### src/rtl/ialu_pkg.sv
// Package with the command codes and the command width of the ALU pipeline.
package ialu_pkg;

  typedef enum logic [3:0] {
    CMD_ADD = 4'd0,
    CMD_SUB = 4'd1,
    CMD_MUL = 4'd2,
    CMD_DIV = 4'd3,
    CMD_MOD = 4'd4,
    CMD_AND = 4'd5,
    CMD_OR  = 4'd6,
    CMD_XOR = 4'd7,
    CMD_NOT = 4'd8,
    CMD_INC = 4'd9,
    CMD_EQ  = 4'd10,
    CMD_GT  = 4'd11,
    CMD_LT  = 4'd12
  } cmd_t;

  localparam int unsigned CMD_W = 4;

endpackage

### src/rtl/ialu_cell.sv
// One pipeline cell: a multiply step and a restoring divide step, each for one bit position.
module ialu_cell import ialu_pkg::*; #(
  parameter int unsigned WIDTH = 32,
  parameter int unsigned STEP  = 0
) (
  input  logic             clk,
  input  logic             rst_n,
  input  logic             vld_i,
  input  logic [CMD_W-1:0] cmd_i,
  input  logic [WIDTH-1:0] a_i,
  input  logic [WIDTH-1:0] b_i,
  input  logic [WIDTH-1:0] acc_i,
  input  logic [WIDTH-1:0] quo_i,
  input  logic [WIDTH-1:0] rem_i,
  output logic             vld_o,
  output logic [CMD_W-1:0] cmd_o,
  output logic [WIDTH-1:0] a_o,
  output logic [WIDTH-1:0] b_o,
  output logic [WIDTH-1:0] acc_o,
  output logic [WIDTH-1:0] quo_o,
  output logic [WIDTH-1:0] rem_o
);

  // Bit position handled here: multiply from the bottom, divide from the top.
  localparam int unsigned DBIT = WIDTH - 1 - STEP;

  logic             vld_r;
  logic [CMD_W-1:0] cmd_r;
  logic [WIDTH-1:0] a_r, b_r, acc_r, quo_r, rem_r;
  logic [WIDTH-1:0] acc_nxt, quo_nxt, rem_nxt, trial;
  logic             lost, skip;

  // Shift-and-add step for the multiply.
  always_comb begin
    acc_nxt = acc_i;
    if (b_i[STEP]) begin
      acc_nxt = acc_i + (a_i << STEP);
    end
  end

  // Restoring divide step; a zero divisor compares against all ones.
  always_comb begin
    if (DBIT == 0) begin
      lost = 1'b0;
    end else begin
      lost = ((b_i >> (WIDTH - DBIT)) != '0);
    end
    trial = (b_i == '0) ? '1 : (b_i << DBIT);
    skip  = (b_i != '0) && lost;
    quo_nxt = quo_i;
    rem_nxt = rem_i;
    if (!skip && (rem_i >= trial)) begin
      rem_nxt = rem_i - trial;
      quo_nxt[DBIT] = 1'b1;
    end
  end

  // Control bit is reset; the payload moves every cycle.
  always_ff @(posedge clk) begin
    if (!rst_n) begin
      vld_r <= 1'b0;
    end else begin
      vld_r <= vld_i;
    end
    cmd_r <= cmd_i;
    a_r   <= a_i;
    b_r   <= b_i;
    acc_r <= acc_nxt;
    quo_r <= quo_nxt;
    rem_r <= rem_nxt;
  end

  assign vld_o = vld_r;
  assign cmd_o = cmd_r;
  assign a_o   = a_r;
  assign b_o   = b_r;
  assign acc_o = acc_r;
  assign quo_o = quo_r;
  assign rem_o = rem_r;

endmodule

### config.mk
export PLATFORM = sky130hd
export DESIGN_NAME = ialu_cell
export DESIGN_NICKNAME = d
export VERILOG_FILES = /design/src/rtl/ialu_pkg.sv /design/src/rtl/ialu_cell.sv
export SDC_FILE = /design/constraint.sdc
export NUM_CORES = 1
export LEC_CHECK = 0
export BUFFER_PORTS_ARGS = -buffer_cell sky130_fd_sc_hd__buf_2
export CAP_MARGIN = 0
export CELL_PAD_IN_SITES_DETAIL_PLACEMENT = 1
export CELL_PAD_IN_SITES_GLOBAL_PLACEMENT = 1
export CORE_UTILIZATION = 35
export CTS_CLUSTER_SIZE = 20
export DETAILED_ROUTE_END_ITERATION = 10
export GPL_TIMING_DRIVEN = 0
export PLACE_DENSITY_LB_ADDON = 0.1
export SYNTH_ARGS = -nofsm -noshare
export SYNTH_HDL_FRONTEND = slang
export SYNTH_SLANG_ARGS = --single-unit
### constraint.sdc
create_clock -name clk -period 5.15 [get_ports clk]
set_input_delay 1.03 -clock clk [delete_from_list [all_inputs] [get_ports clk]]
set_output_delay 1.03 -clock clk [all_outputs]
set_load 0.05 [all_outputs]
---- After elaboration in Yosys (flattened, before gate mapping) ----
Index checks and enable logic that the tools add are counted.
cells by class
  add/sub/neg operators ................... 2
  magnitude comparators ................... 1
  mux-type cells .......................... 3
  reductions and logical operators ........ 6
operators by type and width
  cell                 count
  $mux W32             3
  $reduce_bool A32 Y1  2
  $add A32 B32 Y32     1
  $ge A32 B32 Y1       1
  $logic_not A32 Y1    1
  $sub A32 B32 Y32     1
  $logic_and A1 B1 Y1  2
  $logic_not A1 Y1     1
storage, ports and cells
  input port bits ......................... 167
  word-level logic and storage cells ...... 20
  output and inout bits ................... 165
  bits in registers ....................... 165

---- Logic depth before layout (Yosys ltp) ----
  depth after elaboration ................. 5
  mapped depth ............................ 17
  depth with buffers taken out ............ 15

---- Least setup slack after synthesis ----
No wires, ideal clock.
  path type ............................... input-to-reg
  from .................................... input port b_i[0]
  to ...................................... register rem_r[29], in the netlist rem_o[29]
  setup time .............................. 87 ps
  data required time ...................... 5,063 ps
  path buffers ............................ 4
  arrival ................................. 4,499 ps
  cell stages on the path ................. 16
  setup slack ............................. 564 ps
  cells stage by stage .................... clkbuf_1 inv_1 clkbuf_1 nand2_1 inv_1 ha_1 fa_1 nand2b_1 a21oi_1 o21ai_0 a31oi_1 o21ai_0 a311o_1 buf_2 clkbuf_1 o31ai_1
on the way
  cells in the longest elaborated chain, start to end .. 5
  elaborated cells on any way between the ends .. 9
  classes of those cells .................. add/sub: 1; order compare: 1; mux: 2; reduce/logical: 5
RTL lines
  item                                                             line                              RTL
  from (decl)                                                      ialu_cell.sv:11                   input logic [WIDTH-1:0] b_i,
  $logic_not A32 Y1 / $reduce_bool A32 Y1 (equally long branches)  ialu_cell.sv:48, ialu_cell.sv:49
  $mux W32 / $logic_and A1 B1 Y1 (equally long branches)           ialu_cell.sv:48, ialu_cell.sv:49
  $ge A32 B32 Y1 / $logic_not A1 Y1 (equally long branches)        ialu_cell.sv:52                   if (!skip && (rem_i >= trial)) begin
  $logic_and A1 B1 Y1                                              ialu_cell.sv:52
  $mux W32 *                                                       ialu_cell.sv:52
  via rem_nxt[29]                                                  ialu_cell.sv:30                   logic [WIDTH-1:0] acc_nxt, quo_nxt, rem_nxt, trial;
  to (signal assigned)                                             ialu_cell.sv:70                   rem_r <= rem_nxt;
  to (decl)                                                        ialu_cell.sv:29                   logic [WIDTH-1:0] a_r, b_r, acc_r, quo_r, rem_r;
Mark *: on every way through the listed nets, which the timed path passes. The rest lies on a longest branch.
A chain may end at the register's enable or synchronous reset.

---- Worst setup path after layout ----
  from .................................... input port b_i[1]
  to ...................................... register rem_r[21], in the netlist rem_o[21]
on the way
  cells in the longest elaborated chain, start to end .. 5
  elaborated cells on any way between the ends .. 10
  classes of those cells .................. add/sub: 1; order compare: 1; mux: 2; reduce/logical: 6
RTL lines
  item                                                       line                              RTL
  $logic_not A32 Y1 (tied with other cells)                  ialu_cell.sv:48                   trial = (b_i == '0) ? '1 : (b_i << DBIT);
  $mux W32 / $logic_and A1 B1 Y1 (equally long branches)     ialu_cell.sv:48, ialu_cell.sv:49
  $ge A32 B32 Y1 / $logic_not A1 Y1 (equally long branches)  ialu_cell.sv:52
  $logic_and A1 B1 Y1                                        ialu_cell.sv:52
  $mux W32 *                                                 ialu_cell.sv:52
  via rem_nxt[21]                                            ialu_cell.sv:30
Marked as above.

==> flow_summary.toml <==
[sta]
setup_viol = 0
max_freq_mhz = 210
drv_slew = 0
fin_crit_ns = 4.75
min_period_over_period_pct = 92.2
rsz0062_at_grt = "false"
tightest_slew_ns = 0.736
relSlewSlack_pct = 49.7
timing.setup.tns_ns = 0
finalHoldViolations = 0
final.setup.worst_slack_ns = 0.399

[synthesis]
syn-num-nets = 998
ys_seq_area_share_pct = 44.6
syn-cell-area_um2 = 7410
yosys.area.top_type = "dfxtp_1"
synth_cell_types = 61
synth_edf_count = 0
synth.area.top_cells = "dfxtp_1 (45%), ha_1 (11%), o21ai_0 (4.3%)"
syn_inst = 766
synth_top_area_share_pct = 44.6
avgSynthCellArea_um2 = 9.67
ys.warnings.count = 0
synth-seq-cells = 165
synthArstFlopShare_pct = 0
ys.flop_type = "dfxtp_1"

[power]
swShare_pct = 35.0
power_leakage_nw = 4.74
pwr-share-seq_pct = 38.4
pwr-share-comb_pct = 25.8
intPower_w = 0.00235
max-vdd-ir-drop_mv = 0.201
p_per_area_nw_per_um2 = 360
net-switching-power_w = 0.00127
power.share.clock_pct = 35.9

[clock_network]
cts_root_buffer = "clkbuf_16"
cts.sinks = 165
cts_buffer_depth = 2
cts_made_buffers = 17
cts_tree = "built"
clk_pin_slew_ns = 0.07
cts_hold_buf = 0
cts-htree-levels = 4

[placement]
hpwlAfterDp_um = 19100
portBuffers = 331
pre_cts_slack_ns = -1.11
routabilityCongestion = 0.826

[floorplanning]
die_y_um = 148
ioPinCount = 332
core_area_um2 = 20500
start_util_pct = 36.2
die_x_um = 148
num_rows = 52
die_area_um2 = 21800

[setup_path]
crit_type = "in -> reg"
crit_path_start_kind = "input port"
arrival_ns = 5.07
endpoint_kind = "flop"
path_max_fanout = 31
critPathRequiredTime_ns = 5.47

[drt]
drt_iter0_markers = 165
drt-total-wl_um = 23800
vias = 7021
drtAntennaViolNets = 0
wl_per_cell_um = 16.9
via_per_inst = 4.99
drt_pass1_iterations = 4
drcViolationCount = 0

[final_layout]
drive_gt1_share_pct = 36.4
fillCellCount = 2500
nNetsFinal = 1351
syn_to_final_growth_pct = 35.7

[status]
outcome = "finished clean"

[flow_run]
max_cap_viol_count = 0

[grt]
grt_pass1_vias = 7159
track_usage_pct = 21.9
grt_pass1_wl_um = 37400
antenna_found_initial = 4
grt_max_degree = 32
overflow = 0

[worst_hold_path]
hold_class = "in -> reg"
final timing paths:
kind,from,to,slack [ns],cells past startpoint
worst max-delay path,b_i[1],rem_o[21],0.40,18
worst min-delay path,cmd_i[1],cmd_o[1],0.69,1
cells by family after synthesis:
family | Yosys count | share of synthesized area, %
AOI/OAI and AO/OA | 232 | 20.4
xor gates and xnor gates | 50 | 5.91
adders and majority gates | 65 | 11.2
buffers and inverters | 38 | 1.96
DFF | 165 | 44.6
muxes | 24 | 3.63
and+or+nand+nor | 192 | 12.3
per-layer routing:
metal	global-route usage [%]	share of wire (%)
met1	26.3	43
met2	39.4	51
met3	3.83	4.3
met4	7.47	2.0
met5	0	0
registers in the layout, indices dropped and copies added, names as in the netlist:
signal,flops
vld_o,1
cmd_o,4
b_o,32
quo_o,32
rem_o,32
a_o,32
acc_o,32
metrics by stage:
step | hold slack (ns) | total power [W] | cell area (um2) | utilization, % | cells
after floorplan | 1.06 | 0.00209 | 7410 | - | 766
after detailed placement | 1.13 | 0.00235 | 9410 | 45.9 | 1367
final | 0.690 | 0.00362 | 10100 | 49.1 | 1407
after global placement | 1.13 | 0.00234 | 9410 | 45.9 | 1367
after CTS | 0.672 | 0.00366 | 10000 | 48.8 | 1399
after global routing | 0.670 | 0.00378 | 10100 | 49.1 | 1406
layout make-up:
| cell class | instances | area (um2) | share of cell area, % |
|---|---|---|---|
| Multi-Input combinational cell | 563 | 3980 | 39.6 |
| Sequential cell | 165 | 3300 | 32.8 |
| Timing Repair Buffer | 335 | 1690 | 16.8 |
| Clock buffer | 18 | 429 | 4.27 |
| Tap cell | 270 | 338 | 3.36 |
| Clock inverter | 14 | 166 | 1.65 |
| Inverter | 22 | 86.3 | 0.858 |
| Buffer | 15 | 58.8 | 0.585 |
| Antenna cell | 5 | 12.5 | 0.124 |
cells in the final DEF (no fill, tap or decap), types with 3 or more instances in the layout:
cell        instances
o31ai_1            11
mux2_2             23
nor3_1             12
or2_2               4
o21a_1             11
o211ai_1            7
a21o_2              4
ha_1               63
nand3_1            15
clkbuf_1           13
inv_8               4
a21oi_1            56
dfxtp_1           165
a21o_1             14
diode_2             5
o21bai_1            9
buf_4               4
or3_1               4
o211a_1             3
clkinv_4            3
a2111oi_0           3
a31oi_1             7
nor2_1             32
o21ai_0            64
buf_2             333
clkinvlp_4          3
clkbuf_16          17
nand4_1            10
xor2_1             16
and3_1              7
inv_1              21
nor2b_1             7
xnor2_1            34
a211oi_1           10
nand2_1            74
a21boi_0            5
nand2b_1           10
nor4_1             10
what timing repair did:
item | CTS | global route
gates resized for setup | 2 | 2
gates cloned | 0 | 0
setup buffers | 0 | 4
endpoints found under the hold margin | 0 | 0
endpoints found under the setup margin | 33 | 31
synthesized netlist by cell type (2+ instances only):
library cell / count
dfxtp_1: 165
clkbuf_1: 13
buf_2: 2
a31o_2: 2
ha_1: 63
xnor2_1: 34
mux2_2: 23
a31oi_1: 7
o21ba_2: 2
o21ai_1: 2
or2_2: 4
o31ai_1: 11
o211a_1: 3
a211oi_1: 10
or3_1: 4
o31a_1: 2
nand4_1: 10
nand3_1: 15
nand2_1: 75
nor2_1: 32
and3_1: 7
fa_1: 2
and2_1: 2
nor4_1: 10
nand2b_1: 10
nor3_1: 12
o211ai_1: 7
nand3_2: 2
o21a_1: 11
a21oi_1: 56
a21o_1: 14
o21ai_0: 64
inv_1: 22
xor2_1: 16
a21o_2: 4
a21boi_0: 5
o21bai_1: 9
a311o_1: 2
nor2b_1: 7
a2111oi_0: 3
o2bb2ai_1: 2
worst max-delay path, cell delays in order:
cell	delay (ns)
buf_2	0.10
nor4_1	0.37
nand4_1	0.13
nor2_1	0.45
nand2_8	0.25
inv_1	0.17
ha_1	0.21
fa_1	0.24
nand2b_1	0.15
a21oi_1	0.12
o21ai_0	0.28
a31oi_1	0.23
o21ai_0	0.22
a311o_1	0.17
buf_2	0.22
clkbuf_1	0.47
nand2_1	0.11
o31ai_1	0.10
power by group through the flow:
stage                     logic, W  registers (W)  clock network, W
after floorplan           0.000330        0.00176                 0
after global placement    0.000920        0.00142                 0
after detailed placement  0.000930        0.00142                 0
after CTS                 0.000937        0.00139           0.00133
after global routing       0.00100        0.00140           0.00138
final                     0.000934        0.00139           0.00130
Note: power is estimated with default switching activity, not from simulation.
